--- src/design/tle_pkg.sv ---
// shared constants and types for the terminal line editor
package tle_pkg;

	localparam int LINE_CAPACITY = 256;
	localparam int IDX_W = $clog2(LINE_CAPACITY);

	typedef logic [IDX_W-1:0] tle_idx_t;

	localparam tle_idx_t LEN_MAX = IDX_W'(LINE_CAPACITY - 1);

	localparam logic [7:0] KEY_BS = 8'd8;
	localparam logic [7:0] KEY_NL = 8'd10;
	localparam logic [7:0] KEY_CR = 8'd13;
	localparam logic [7:0] KEY_ESC = 8'h1b;
	localparam logic [7:0] KEY_DEL = 8'd127;
	localparam logic [7:0] KEY_SPACE = 8'd32;
	localparam logic [7:0] KEY_TILDE = 8'h7e;
	localparam logic [7:0] KEY_BRACKET = 8'h5b;
	localparam logic [7:0] KEY_ZERO = 8'h30;
	localparam logic [7:0] KEY_THREE = 8'h33;
	localparam logic [7:0] KEY_NINE = 8'h39;
	localparam logic [7:0] KEY_UP = 8'h41;
	localparam logic [7:0] KEY_DOWN = 8'h42;
	localparam logic [7:0] KEY_RIGHT = 8'h43;
	localparam logic [7:0] KEY_LEFT = 8'h44;
	localparam logic [7:0] KEY_END = 8'h46;
	localparam logic [7:0] KEY_HOME = 8'h48;

	localparam logic OP_KEY = 1'b0;
	localparam logic OP_READ = 1'b1;

	typedef enum logic [1:0] {
		ESC_IDLE = 2'd0,
		ESC_OPEN = 2'd1,
		ESC_FINAL = 2'd2,
		ESC_DIGIT = 2'd3
	} tle_esc_t;

	typedef enum logic [2:0] {
		EV_NONE = 3'd0,
		EV_REDRAW = 3'd1,
		EV_DONE = 3'd2,
		EV_HIST_UP = 3'd3,
		EV_HIST_DOWN = 3'd4,
		EV_READ = 3'd5
	} tle_event_t;

endpackage

--- src/design/tle_ram.sv ---
// generic single-port-write ram with registered read
module tle_ram #(
	parameter int WIDTH = 8,
	parameter int DEPTH = 256
) (
	input  logic                     clk,
	input  logic                     we,
	input  logic [$clog2(DEPTH)-1:0] waddr,
	input  logic [WIDTH-1:0]         wdata,
	input  logic [$clog2(DEPTH)-1:0] raddr,
	output logic [WIDTH-1:0]         rdata
);

	logic [WIDTH-1:0] mem [DEPTH];

	always_ff @(posedge clk) begin
		if (we) begin
			mem[waddr] <= wdata;
		end
		rdata <= mem[raddr];
	end

endmodule

--- src/design/terminal_line_editor_top.sv ---
// top level of the terminal line editor: key decode, shift sequencer and line ram
//
// Takes one word at a time and returns exactly one result word per input word.
// A key byte that inserts or deletes a character moves the characters behind
// the edit point one position, one at a time, through the single line ram
// (read, then write). An insert then writes the new character. A read inside
// the line reads the line ram, and a read beyond it does not. The input is not
// ready while a word is being worked on. A finished result waits in the output
// register until taken, and the next result is held back until that one has
// gone. No clearing pass is needed after reset.
module terminal_line_editor_top (
	input  logic        clk,
	input  logic        arst_n,
	input  logic        s_axis_tvalid,
	output logic        s_axis_tready,
	input  logic [15:0] s_axis_tdata,   // key_byte, read_index
	input  logic [0:0]  s_axis_tuser,   // op
	output logic        m_axis_tvalid,
	input  logic        m_axis_tready,
	output logic [23:0] m_axis_tdata,   // length_now, cursor_now, char_read
	output logic [2:0]  m_axis_tuser    // event_res
);

	localparam int W = tle_pkg::IDX_W;

	typedef enum logic [2:0] {
		ST_IDLE,
		ST_SH_RD,
		ST_SH_WR,
		ST_INS,
		ST_RD,
		ST_RD_CAP,
		ST_OUT
	} state_t;

	typedef enum logic [1:0] {
		ACT_NONE,
		ACT_INS,
		ACT_DEL
	} act_t;

	state_t               state_q;
	tle_pkg::tle_idx_t    len_q, cur_q, ptr_q, lim_q;
	tle_pkg::tle_esc_t    phase_q;
	logic                 bracket_q, three_q, fin_q, ins_q;
	logic [7:0]           char_q, ch_q;
	tle_pkg::tle_event_t  ev_q;
	logic                 m_valid_q;
	logic [23:0]          m_data_q;
	logic [2:0]           m_user_q;

	logic [7:0]           key, ridx;
	logic                 accept;
	tle_pkg::tle_idx_t    len0, cur0, step, del_pos, nlen, ncur;
	tle_pkg::tle_esc_t    nphase;
	logic                 nbr, nthree, nfin;
	tle_pkg::tle_event_t  ev;
	act_t                 act;
	logic [W+7:0]         idx_wide, len_wide, cur_wide;
	logic                 ram_we;
	tle_pkg::tle_idx_t    ram_waddr, ram_raddr;
	logic [7:0]           ram_wdata, ram_rdata;

	assign key = s_axis_tdata[7:0];
	assign ridx = s_axis_tdata[15:8];
	assign s_axis_tready = (state_q == ST_IDLE);
	assign accept = s_axis_tvalid && s_axis_tready;
	assign m_axis_tvalid = m_valid_q;
	assign m_axis_tdata = m_data_q;
	assign m_axis_tuser = m_user_q;

	assign len0 = fin_q ? '0 : len_q;
	assign cur0 = fin_q ? '0 : cur_q;
	assign idx_wide = {{W{1'b0}}, ridx};
	assign len_wide = {8'd0, len_q};
	assign cur_wide = {8'd0, cur_q};

	// shared step unit for the shift loop
	assign step = ins_q ? ptr_q - 1'b1 : ptr_q + 1'b1;

	always_comb begin
		ev = tle_pkg::EV_NONE;
		act = ACT_NONE;
		nlen = len0;
		ncur = cur0;
		del_pos = cur0;
		nphase = phase_q;
		nbr = bracket_q;
		nthree = three_q;
		nfin = 1'b0;
		case (phase_q)
			tle_pkg::ESC_OPEN: begin
				nbr = (key == tle_pkg::KEY_BRACKET);
				nphase = tle_pkg::ESC_FINAL;
			end
			tle_pkg::ESC_FINAL: begin
				nphase = tle_pkg::ESC_IDLE;
				if (bracket_q) begin
					if (key inside {[tle_pkg::KEY_ZERO:tle_pkg::KEY_NINE]}) begin
						nthree = (key == tle_pkg::KEY_THREE);
						nphase = tle_pkg::ESC_DIGIT;
					end else begin
						case (key)
							tle_pkg::KEY_UP: ev = tle_pkg::EV_HIST_UP;
							tle_pkg::KEY_DOWN: ev = tle_pkg::EV_HIST_DOWN;
							tle_pkg::KEY_RIGHT: begin
								if (cur0 != len0) begin
									ncur = cur0 + 1'b1;
									ev = tle_pkg::EV_REDRAW;
								end
							end
							tle_pkg::KEY_LEFT: begin
								if (cur0 != '0) begin
									ncur = cur0 - 1'b1;
									ev = tle_pkg::EV_REDRAW;
								end
							end
							tle_pkg::KEY_HOME: begin
								if (cur0 != '0) begin
									ncur = '0;
									ev = tle_pkg::EV_REDRAW;
								end
							end
							tle_pkg::KEY_END: begin
								if (cur0 != len0) begin
									ncur = len0;
									ev = tle_pkg::EV_REDRAW;
								end
							end
							default: ev = tle_pkg::EV_NONE;
						endcase
					end
				end
			end
			tle_pkg::ESC_DIGIT: begin
				nphase = tle_pkg::ESC_IDLE;
				if (key == tle_pkg::KEY_TILDE && three_q && cur0 != len0) begin
					act = ACT_DEL;
					del_pos = cur0;
					nlen = len0 - 1'b1;
					ev = tle_pkg::EV_REDRAW;
				end
			end
			default: begin
				if (key == tle_pkg::KEY_ESC) begin
					nphase = tle_pkg::ESC_OPEN;
					nbr = 1'b0;
					nthree = 1'b0;
				end else if (key == tle_pkg::KEY_NL) begin
					nfin = 1'b1;
					ev = tle_pkg::EV_DONE;
				end else if (key == tle_pkg::KEY_BS || key == tle_pkg::KEY_DEL) begin
					if (cur0 != '0) begin
						act = ACT_DEL;
						ncur = cur0 - 1'b1;
						del_pos = cur0 - 1'b1;
						nlen = len0 - 1'b1;
						ev = tle_pkg::EV_REDRAW;
					end
				end else if (key inside {[tle_pkg::KEY_SPACE:8'd126]}) begin
					if (len0 != tle_pkg::LEN_MAX) begin
						act = ACT_INS;
						nlen = len0 + 1'b1;
						ncur = cur0 + 1'b1;
						ev = tle_pkg::EV_REDRAW;
					end
				end
			end
		endcase
	end

	always_comb begin
		ram_we = 1'b0;
		ram_waddr = ptr_q;
		ram_wdata = ram_rdata;
		ram_raddr = step;
		case (state_q)
			ST_SH_WR: ram_we = 1'b1;
			ST_INS: begin
				ram_we = 1'b1;
				ram_waddr = lim_q;
				ram_wdata = char_q;
			end
			ST_RD: ram_raddr = ptr_q;
			default: ram_we = 1'b0;
		endcase
	end

	tle_ram #(
		.WIDTH(8),
		.DEPTH(tle_pkg::LINE_CAPACITY)
	) u_line_ram (
		.clk   (clk),
		.we    (ram_we),
		.waddr (ram_waddr),
		.wdata (ram_wdata),
		.raddr (ram_raddr),
		.rdata (ram_rdata)
	);

	always_ff @(posedge clk or negedge arst_n) begin
		if (!arst_n) begin
			state_q <= ST_IDLE;
			len_q <= '0;
			cur_q <= '0;
			phase_q <= tle_pkg::ESC_IDLE;
			bracket_q <= 1'b0;
			three_q <= 1'b0;
			fin_q <= 1'b0;
			ins_q <= 1'b0;
			m_valid_q <= 1'b0;
			ptr_q <= '0;
			lim_q <= '0;
			char_q <= '0;
			ch_q <= '0;
			ev_q <= tle_pkg::EV_NONE;
			m_data_q <= '0;
			m_user_q <= '0;
		end else begin
			if (m_axis_tready && state_q != ST_OUT) begin
				m_valid_q <= 1'b0;
			end
			case (state_q)
				ST_IDLE: begin
					if (accept) begin
						ch_q <= '0;
						if (s_axis_tuser[0] == tle_pkg::OP_READ) begin
							ev_q <= tle_pkg::EV_READ;
							ptr_q <= idx_wide[W-1:0];
							state_q <= (idx_wide < len_wide) ? ST_RD : ST_OUT;
						end else begin
							ev_q <= ev;
							len_q <= nlen;
							cur_q <= ncur;
							phase_q <= nphase;
							bracket_q <= nbr;
							three_q <= nthree;
							fin_q <= nfin;
							char_q <= key;
							case (act)
								ACT_INS: begin
									ins_q <= 1'b1;
									ptr_q <= len0;
									lim_q <= cur0;
									state_q <= (len0 == cur0) ? ST_INS : ST_SH_RD;
								end
								ACT_DEL: begin
									ins_q <= 1'b0;
									ptr_q <= del_pos;
									lim_q <= len0 - 1'b1;
									state_q <= (del_pos == len0 - 1'b1) ? ST_OUT : ST_SH_RD;
								end
								default: state_q <= ST_OUT;
							endcase
						end
					end
				end
				ST_SH_RD: state_q <= ST_SH_WR;
				ST_SH_WR: begin
					ptr_q <= step;
					if (step == lim_q) begin
						state_q <= ins_q ? ST_INS : ST_OUT;
					end else begin
						state_q <= ST_SH_RD;
					end
				end
				ST_INS: state_q <= ST_OUT;
				ST_RD: state_q <= ST_RD_CAP;
				ST_RD_CAP: begin
					ch_q <= ram_rdata;
					state_q <= ST_OUT;
				end
				ST_OUT: begin
					if (!m_valid_q || m_axis_tready) begin
						m_valid_q <= 1'b1;
						m_data_q <= {ch_q, cur_wide[7:0], len_wide[7:0]};
						m_user_q <= ev_q;
						state_q <= ST_IDLE;
					end
				end
				default: state_q <= ST_IDLE;
			endcase
		end
	end

`ifndef SYNTH
	a_cursor_in_line: assert property (@(posedge clk) disable iff (!arst_n)
		cur_q <= len_q)
		else $error("cursor beyond line length");

	a_busy_after_accept: assert property (@(posedge clk) disable iff (!arst_n)
		accept |=> !s_axis_tready)
		else $error("input ready right after accepting a word");

	a_shift_in_range: assert property (@(posedge clk) disable iff (!arst_n)
		(state_q == ST_SH_RD) |-> (ptr_q != lim_q))
		else $error("shift loop ran past its limit");
`endif

endmodule

--- config.mk ---
export PLATFORM = sky130hd
export DESIGN_NAME = terminal_line_editor_top
export DESIGN_NICKNAME = d
export VERILOG_FILES = /design/src/design/tle_pkg.sv /design/src/design/tle_ram.sv /design/src/design/terminal_line_editor_top.sv
export SDC_FILE = /design/constraint.sdc
export NUM_CORES = 2
export LEC_CHECK = 0
export ABC_AREA = 1
export BUFFER_PORTS_ARGS = -buffer_cell sky130_fd_sc_hd__clkbuf_2
export CAP_MARGIN = 20
export CORE_MARGIN = 2
export CORE_UTILIZATION = 51
export DETAILED_ROUTE_END_ITERATION = 8
export PLACE_DENSITY = 0.78
export SYNTH_ARGS = -nofsm -noshare
export SYNTH_HDL_FRONTEND = slang
export SYNTH_SLANG_ARGS = --single-unit
export TNS_END_PERCENT = 50
--- constraint.sdc ---
create_clock -name clk -period 21.2 [get_ports clk]
set_clock_uncertainty 0.2 [all_clocks]
set_input_delay 4.24 -clock clk [delete_from_list [all_inputs] [get_ports clk]]
set_output_delay 4.24 -clock clk [all_outputs]
set_load 0.005 [all_outputs]
## After elaboration in Yosys (flattened, before gate mapping)

Memory sizes are Yosys's and may differ from the RTL's. A register that Yosys moved wholly into a read port is not among the register bits.
Cells that the tools add are included.

| word-level totals | value |
|---|---|
| bits in registers | 88 |
| memory bits (writable) | 2048 |
| input port bits | 21 |
| output and inout bits | 29 |
| logic and storage cells | 189 |
| memories kept | 1 |

| operators by class | value |
|---|---|
| $add $sub $neg | 6 |
| $lt $le $gt $ge | 5 |
| equality and inequality tests | 35 |
| muxes and demuxes | 88 |
| bitwise logic cells | 3 |
| reduce and logical (&&, ||, !) cells | 35 |

Memories:

| name | depth | width | rd ports | clocked after Yosys merged registers in | wr ports | RTL line | text |
|---|---|---|---|---|---|---|---|
| u_line_ram.mem | 256 | 8 | 1 | 1 | 1 | tle_ram.sv:14 | `logic [WIDTH-1:0] mem [DEPTH];` |

Operators with widths:

| kind | count |
|---|---|
| $mux 8 | 31 |
| $pmux 8 s2 | 6 |
| $eq 8x7->1 const B | 9 |
| $mux 3 | 12 |
| $pmux 8 s4 | 1 |
| $add 8x1->8 const B | 3 |
| $eq 8x8->1 | 3 |
| $sub 8x1->8 const B | 3 |
| $mux 2 | 10 |
| $mux 1 | 19 |
| $pmux 3 s6 | 1 |
| $eq 8x4->1 const B | 2 |
| $ge 8x6->1 const B | 2 |
| $reduce_or 2->1 | 7 |
| $pmux 3 s4 | 1 |
| $reduce_bool 2->1 | 5 |
| $eq 3x3->1 const B | 3 |
| $pmux 3 s3 | 1 |
| $eq 8x5->1 const B | 1 |
| $eq 8x6->1 const B | 1 |
| $le 8x6->1 const B | 1 |
| $le 8x7->1 const B | 1 |
| $lt 8x8->1 | 1 |
| $ne 8x8->1 | 1 |
| 26 further kinds | 47 |

## Depth between registers and ports, before layout

| depth | value |
|---|---|
| word-level depth | 13 |
| depth in mapped cells | 21 |
| mapped depth without buffers | 21 |

## Modules after synthesis

A second synthesis with hierarchy kept.

| second synthesis, totals | value |
|---|---|
| cells, all modules | 8078 |
| area total of the unflattened synthesis | 90695.7 um^2 |

Modules (own cells, without submodules):

| module | instances | cells an instance | area each (um^2) | sequential area each (um^2) |
|---|---|---|---|---|
| tle_ram | 1 | 7003 | 83396.2 | 61659.1 |
| terminal_line_editor_top | 1 | 1075 | 7299.5 | 2202.1 |

## Least setup slack after synthesis

Ideal clock, no wire load.

| path | value |
|---|---|
| path type | register -> register |
| start | register state_q[2] |
| end | memory u_line_ram.mem[0][0] (data pin) |
| setup time | 2.189 ns |
| data arrival time | 11.077 ns |
| data required time | 18.811 ns |
| path slack | 7.734 ns |
| cell stages (with the launch flop) | 7 |
| buffers on the path | 3 |
| clock period less this slack | 13.466 ns |
| cell sequence | dfrtp_1 > buf_2 > nor2_2 > nand2_2 > buf_2 > clkbuf_1 > o21ai_0 |

| between the ends | value |
|---|---|
| cells in the longest elaborated chain, start to end | 2 |

RTL lines:

| what | RTL line | text |
|---|---|---|
| from (decl) | terminal_line_editor_top.sv:42 | `state_t state_q;` |
| from (signal assigned) | terminal_line_editor_top.sv:230 | `state_q <= (idx_wide < len_wide) ? ST_RD : ST_OUT;` |
| from (signal assigned) | terminal_line_editor_top.sv:245 | `state_q <= (len0 == cur0) ? ST_INS : ST_SH_RD;` |
| from (signal assigned) | terminal_line_editor_top.sv:251 | `state_q <= (del_pos == len0 - 1'b1) ? ST_OUT : ST_SH_RD;` |
| $eq 3x2->1 | terminal_line_editor_top.sv:177 | `case (state_q)` |
| $mux 8 | terminal_line_editor_top.sv:177 |  |
| net ram_wdata[0] | terminal_line_editor_top.sv:62 | `logic [7:0] ram_wdata, ram_rdata;` |
| to (decl) | tle_ram.sv:14 |  |

The timed path passes the listed nets, and every way through them passes these cells.

## Worst setup path after layout

| path | value |
|---|---|
| start | input port s_axis_tdata[1] |
| end | register lim_q[4] |

| between the ends | value |
|---|---|
| cells in the longest elaborated chain, start to end | 10 |
| elaborated cells between the ends (all ways) | 22 |
| classes of those cells | 2 x order compare; 7 x eq/ne; 7 x mux; 6 x reduce/logical |

RTL lines:

| what | RTL line | text |
|---|---|---|
| from (decl) | terminal_line_editor_top.sv:16 | `input logic [15:0] s_axis_tdata,` |
| $ge 8x6->1 / $le 8x7->1 (equally long branches) | terminal_line_editor_top.sv:160 | `end else if (key inside {[tle_pkg::KEY_SPACE:8'd126]}) begin` |
| $logic_and 1x1->1 | terminal_line_editor_top.sv:160 |  |
| $mux 1 | terminal_line_editor_top.sv:160 |  |
| $mux 2 | terminal_line_editor_top.sv:152 | `end else if (key == tle_pkg::KEY_BS \|\| key == tle_pkg::KEY_DEL) begin` |
| $mux 2 | terminal_line_editor_top.sv:149 | `end else if (key == tle_pkg::KEY_NL) begin` |
| $mux 2 | terminal_line_editor_top.sv:145 | `if (key == tle_pkg::KEY_ESC) begin` |
| $pmux 2 s2 * | terminal_line_editor_top.sv:91 | `case (phase_q)` |
| $eq 2x2->1 / $eq 2x1->1 (equally long branches) | terminal_line_editor_top.sv:240 | `case (act)` |
| $reduce_bool 2->1 (no line) | - |  |
| $reduce_and 4->1 (no line) | - |  |
| to (signal assigned) | terminal_line_editor_top.sv:244 | `lim_q <= cur0;` |
| to (signal assigned) | terminal_line_editor_top.sv:250 | `lim_q <= len0 - 1'b1;` |
| to (decl) | terminal_line_editor_top.sv:43 | `tle_pkg::tle_idx_t len_q, cur_q, ptr_q, lim_q;` |

Every way passes the cells marked *; elsewhere a longest branch is shown, timed or not.
A chain may end at the register's enable or synchronous reset.

==> results.toml <==
[run_status]
status = "finished, final reports clean"

[worst_setup_path]
path_buf_inv = 5
worstSetupEndpointType = "register"
crit_arrival_ns = 7.44
critPathKind = "in2reg"
cp_cell_sequence = "clkbuf_2, inv_1, nand2_1, nor2_1, nand2_1, nand2_2, nand2_1, inv_1, o21ai_0, inv_1, ha_1, nor2_1, inv_1, a21oi_1, o21ai_0, o21ai_0"
crit_fanout = 15
path_common_cell = "inv_1"
required_ns = 21.76
critPathSlowestCell = "nor2_1"
crit_family = "simple AND/OR/NAND/NOR gates"
critPathMaxStageDelay_ns = 0.49
start_kind = "input port"

[logic_synthesis]
syn-num-nets = 8163
ys_top_cells_by_area = "edfxtp_1 68%, nand2_1 9.5%, nand3_1 6.2%, o21ai_0 3.1%, o211ai_1 2.5%"
synth_ff_type = "edfxtp_1"
syn_inst = 8115
syn_area_per_cell_um2 = 11.2
synth_top_area_share_pct = 67.7
async_flop_share_pct = 4.10
synth_cell_types = 46
yosys_warnings = 0
synth_edf_count = 2048
syn_area_um2 = 90900
ys_ff_latch = 2144
ys_seq_area_share_pct = 70.3
synth.largest_area_cell = "edfxtp_1"

[timing]
maxSlewHeadroom_pct = 23.1
timing.hold.ws_ns = 0.293
slew_violations = 0
period_needed_ns = 6.89
rsz0062_at_grt = "false"
timing.fmax_mhz = 145
max_slew.worst_pin.slew_ns = 1.15
worst_slack_ns = 14.31
min_period_over_period_pct = 32.5
finalSetupTns_ns = 0
setup_viol_count_final = 0
finalHoldViolations = 0

[layout]
layout.nets = 7992
fill_cells = 13858
final_area_um2 = 99000
most-common-layout-cells = "2294 x nand2_1, 2048 x edfxtp_1, 1113 x nand3_1"
final_common_cell = "nand2_1"
area_growth_pct = 9.00
drive_above_1_share_pct = 5.81

[cts]
cts_tree = "done"
cts_sinks = 2144
cts_setup_buffers = 0
hold_buffers = 0
ctsLongestPathBuffers = 3
path_clk_slew_ns = 0.06
insertion_delay_ns = 0.85
cts_resized = 0
htree_levels = 4
cts_root_buffer = "clkbuf_16"
cts_made_buffers = 196

[global_routing]
grt_max_degree = 221
antenna_found_initial = 7
grt_overflow = 0
grt_first_pass_wirelength_um = 368000
gr-usage-all-layers_pct = 26.7
grt_pass1_vias = 61326

[route]
drc = 0
via_per_inst = 6.08
drtIter0Drc = 9443
routed_wl_um = 246000
dr.pass1.iters = 7
avgRoutedWirePerCell_um = 23.5
via_count = 63523
ant_nets = 0

[placement]
postPlaceCellArea_um2 = 92700
pre_cts_ws_ns = 13.53
gp_congestion = 0.907
io_buffers = 49
place_hpwl_um = 136000

[min_path]
hold_class = "reg2reg"

[floorplan]
die_area_um2 = 182000
rows = 154
die_h_um = 426
design.core.area_um2 = 176000
initial_core_util_pct = 51.5
die_w_um = 426
ios = 50

[flow_run]
maxCapViolations = 0
-- layout make-up --
type                    count  area (um^2)  area share [%]
clock buffers             225         5070            5.12
flip-flops and latches   2144        63900            64.5
well taps                2340         2930            2.96
repair buffers            137         1100            1.11
diodes                      4         10.0          0.0101
clock inverters           132         1230            1.24
inverters                 353         1340            1.36
multi-input cells        5112        23500            23.7
-- metal layers --
metal / routed length (um) / global-route usage [%] / vias up / part of all wire [%]
met2: 116000 / 42.6 / 3966 / 47
met1: 89200 / 34.7 / 30701 / 36
met3: 28800 / 6.11 / 683 / 12
li1: - / - / 28163 / -
met4: 12100 / 12.6 / 10 / 4.9
met5: 67 / 0 / - / 0.027
-- cells by family (layout without fill, tap and decap cells) --
group | count (synthesis) | after routing | synth area share (%)
and+or+nand+nor | 4039 | 4039 | 18.4
DFF | 2144 | 2144 | 70.3
AOI/OAI and AO/OA | 1029 | 1029 | 6.71
buffers and inverters | 859 | 847 | 4.07
adders and majority gates | 27 | 27 | 0.380
xor gates and xnor gates | 16 | 16 | 0.154
muxes | 1 | 1 | 0.0110
other | 0 | 4 | 0
-- metrics by stage --
stage               instances  util, %
floorplan                8115        -
global placement        10085     52.5
detailed placement      10085     52.5
CTS                     10442     56.1
global route            10443     56.1
finish                  10447     56.1
-- flip-flops by register name (all words and copies together), names as in the netlist --
| register | count |
|---|---|
| u_line_ram.rdata | 8 |
| m_axis_tuser | 3 |
| fin_q | 1 |
| phase_q | 2 |
| state_q | 3 |
| bracket_q | 1 |
| ptr_q | 8 |
| ch_q | 8 |
| cur_q | 8 |
| m_axis_tvalid | 1 |
| u_line_ram.mem | 2048 |
| len_q | 8 |
| ins_q | 1 |
| char_q | 8 |
| m_axis_tdata | 24 |
| ev_q | 3 |
| lim_q | 8 |
| three_q | 1 |
-- worst paths after layout --
check	from	to	slack (ns)	depth (start not counted)
hold reg to reg	m_axis_tuser[2]	m_axis_tuser[2]	0.29	2
min in group asynchronous	arst_n	fin_q	3.16	1
max in group asynchronous	arst_n	m_axis_tdata[18]	16.54	2
setup reg to reg	state_q[2]	u_line_ram.rdata[3]	15.10	15
hold / removal	m_axis_tuser[2]	m_axis_tuser[2]	0.29	2
setup / recovery	s_axis_tdata[1]	lim_q[4]	14.31	16
-- tightest hold or removal path: cells and delay by family (launching register included) --
| family | cells | cell delay, ns |
|---|---|---|
| compound gates | 1 | 0.06 |
| simple gates | 1 | 0.05 |
| flops | 1 | 0.34 |
-- synthesized netlist by cell type, types with 3 or more instances --
cell,instances
a31oi_1,8
o21ai_0,555
o221ai_1,8
inv_1,349
buf_1,23
o211ai_1,305
buf_4,18
o22ai_1,19
dfrtp_1,88
o21bai_1,3
nand2_2,6
nor3_1,16
edfxtp_1,2048
buf_6,3
nand3b_1,4
nor2_1,560
o21ai_1,25
xor2_1,14
nor2_2,6
nand2_1,2296
dfxtp_1,8
nand4_1,27
a221oi_1,3
o21ai_2,4
clkbuf_1,158
a21oi_1,71
nand3_1,1118
buf_2,304
a21o_1,11
a22oi_1,8
ha_1,26
inv_2,3
Power is left out: the tool's default activity adds up to more than one toggle a clock period on the data nets, which glitch-free logic cannot reach.
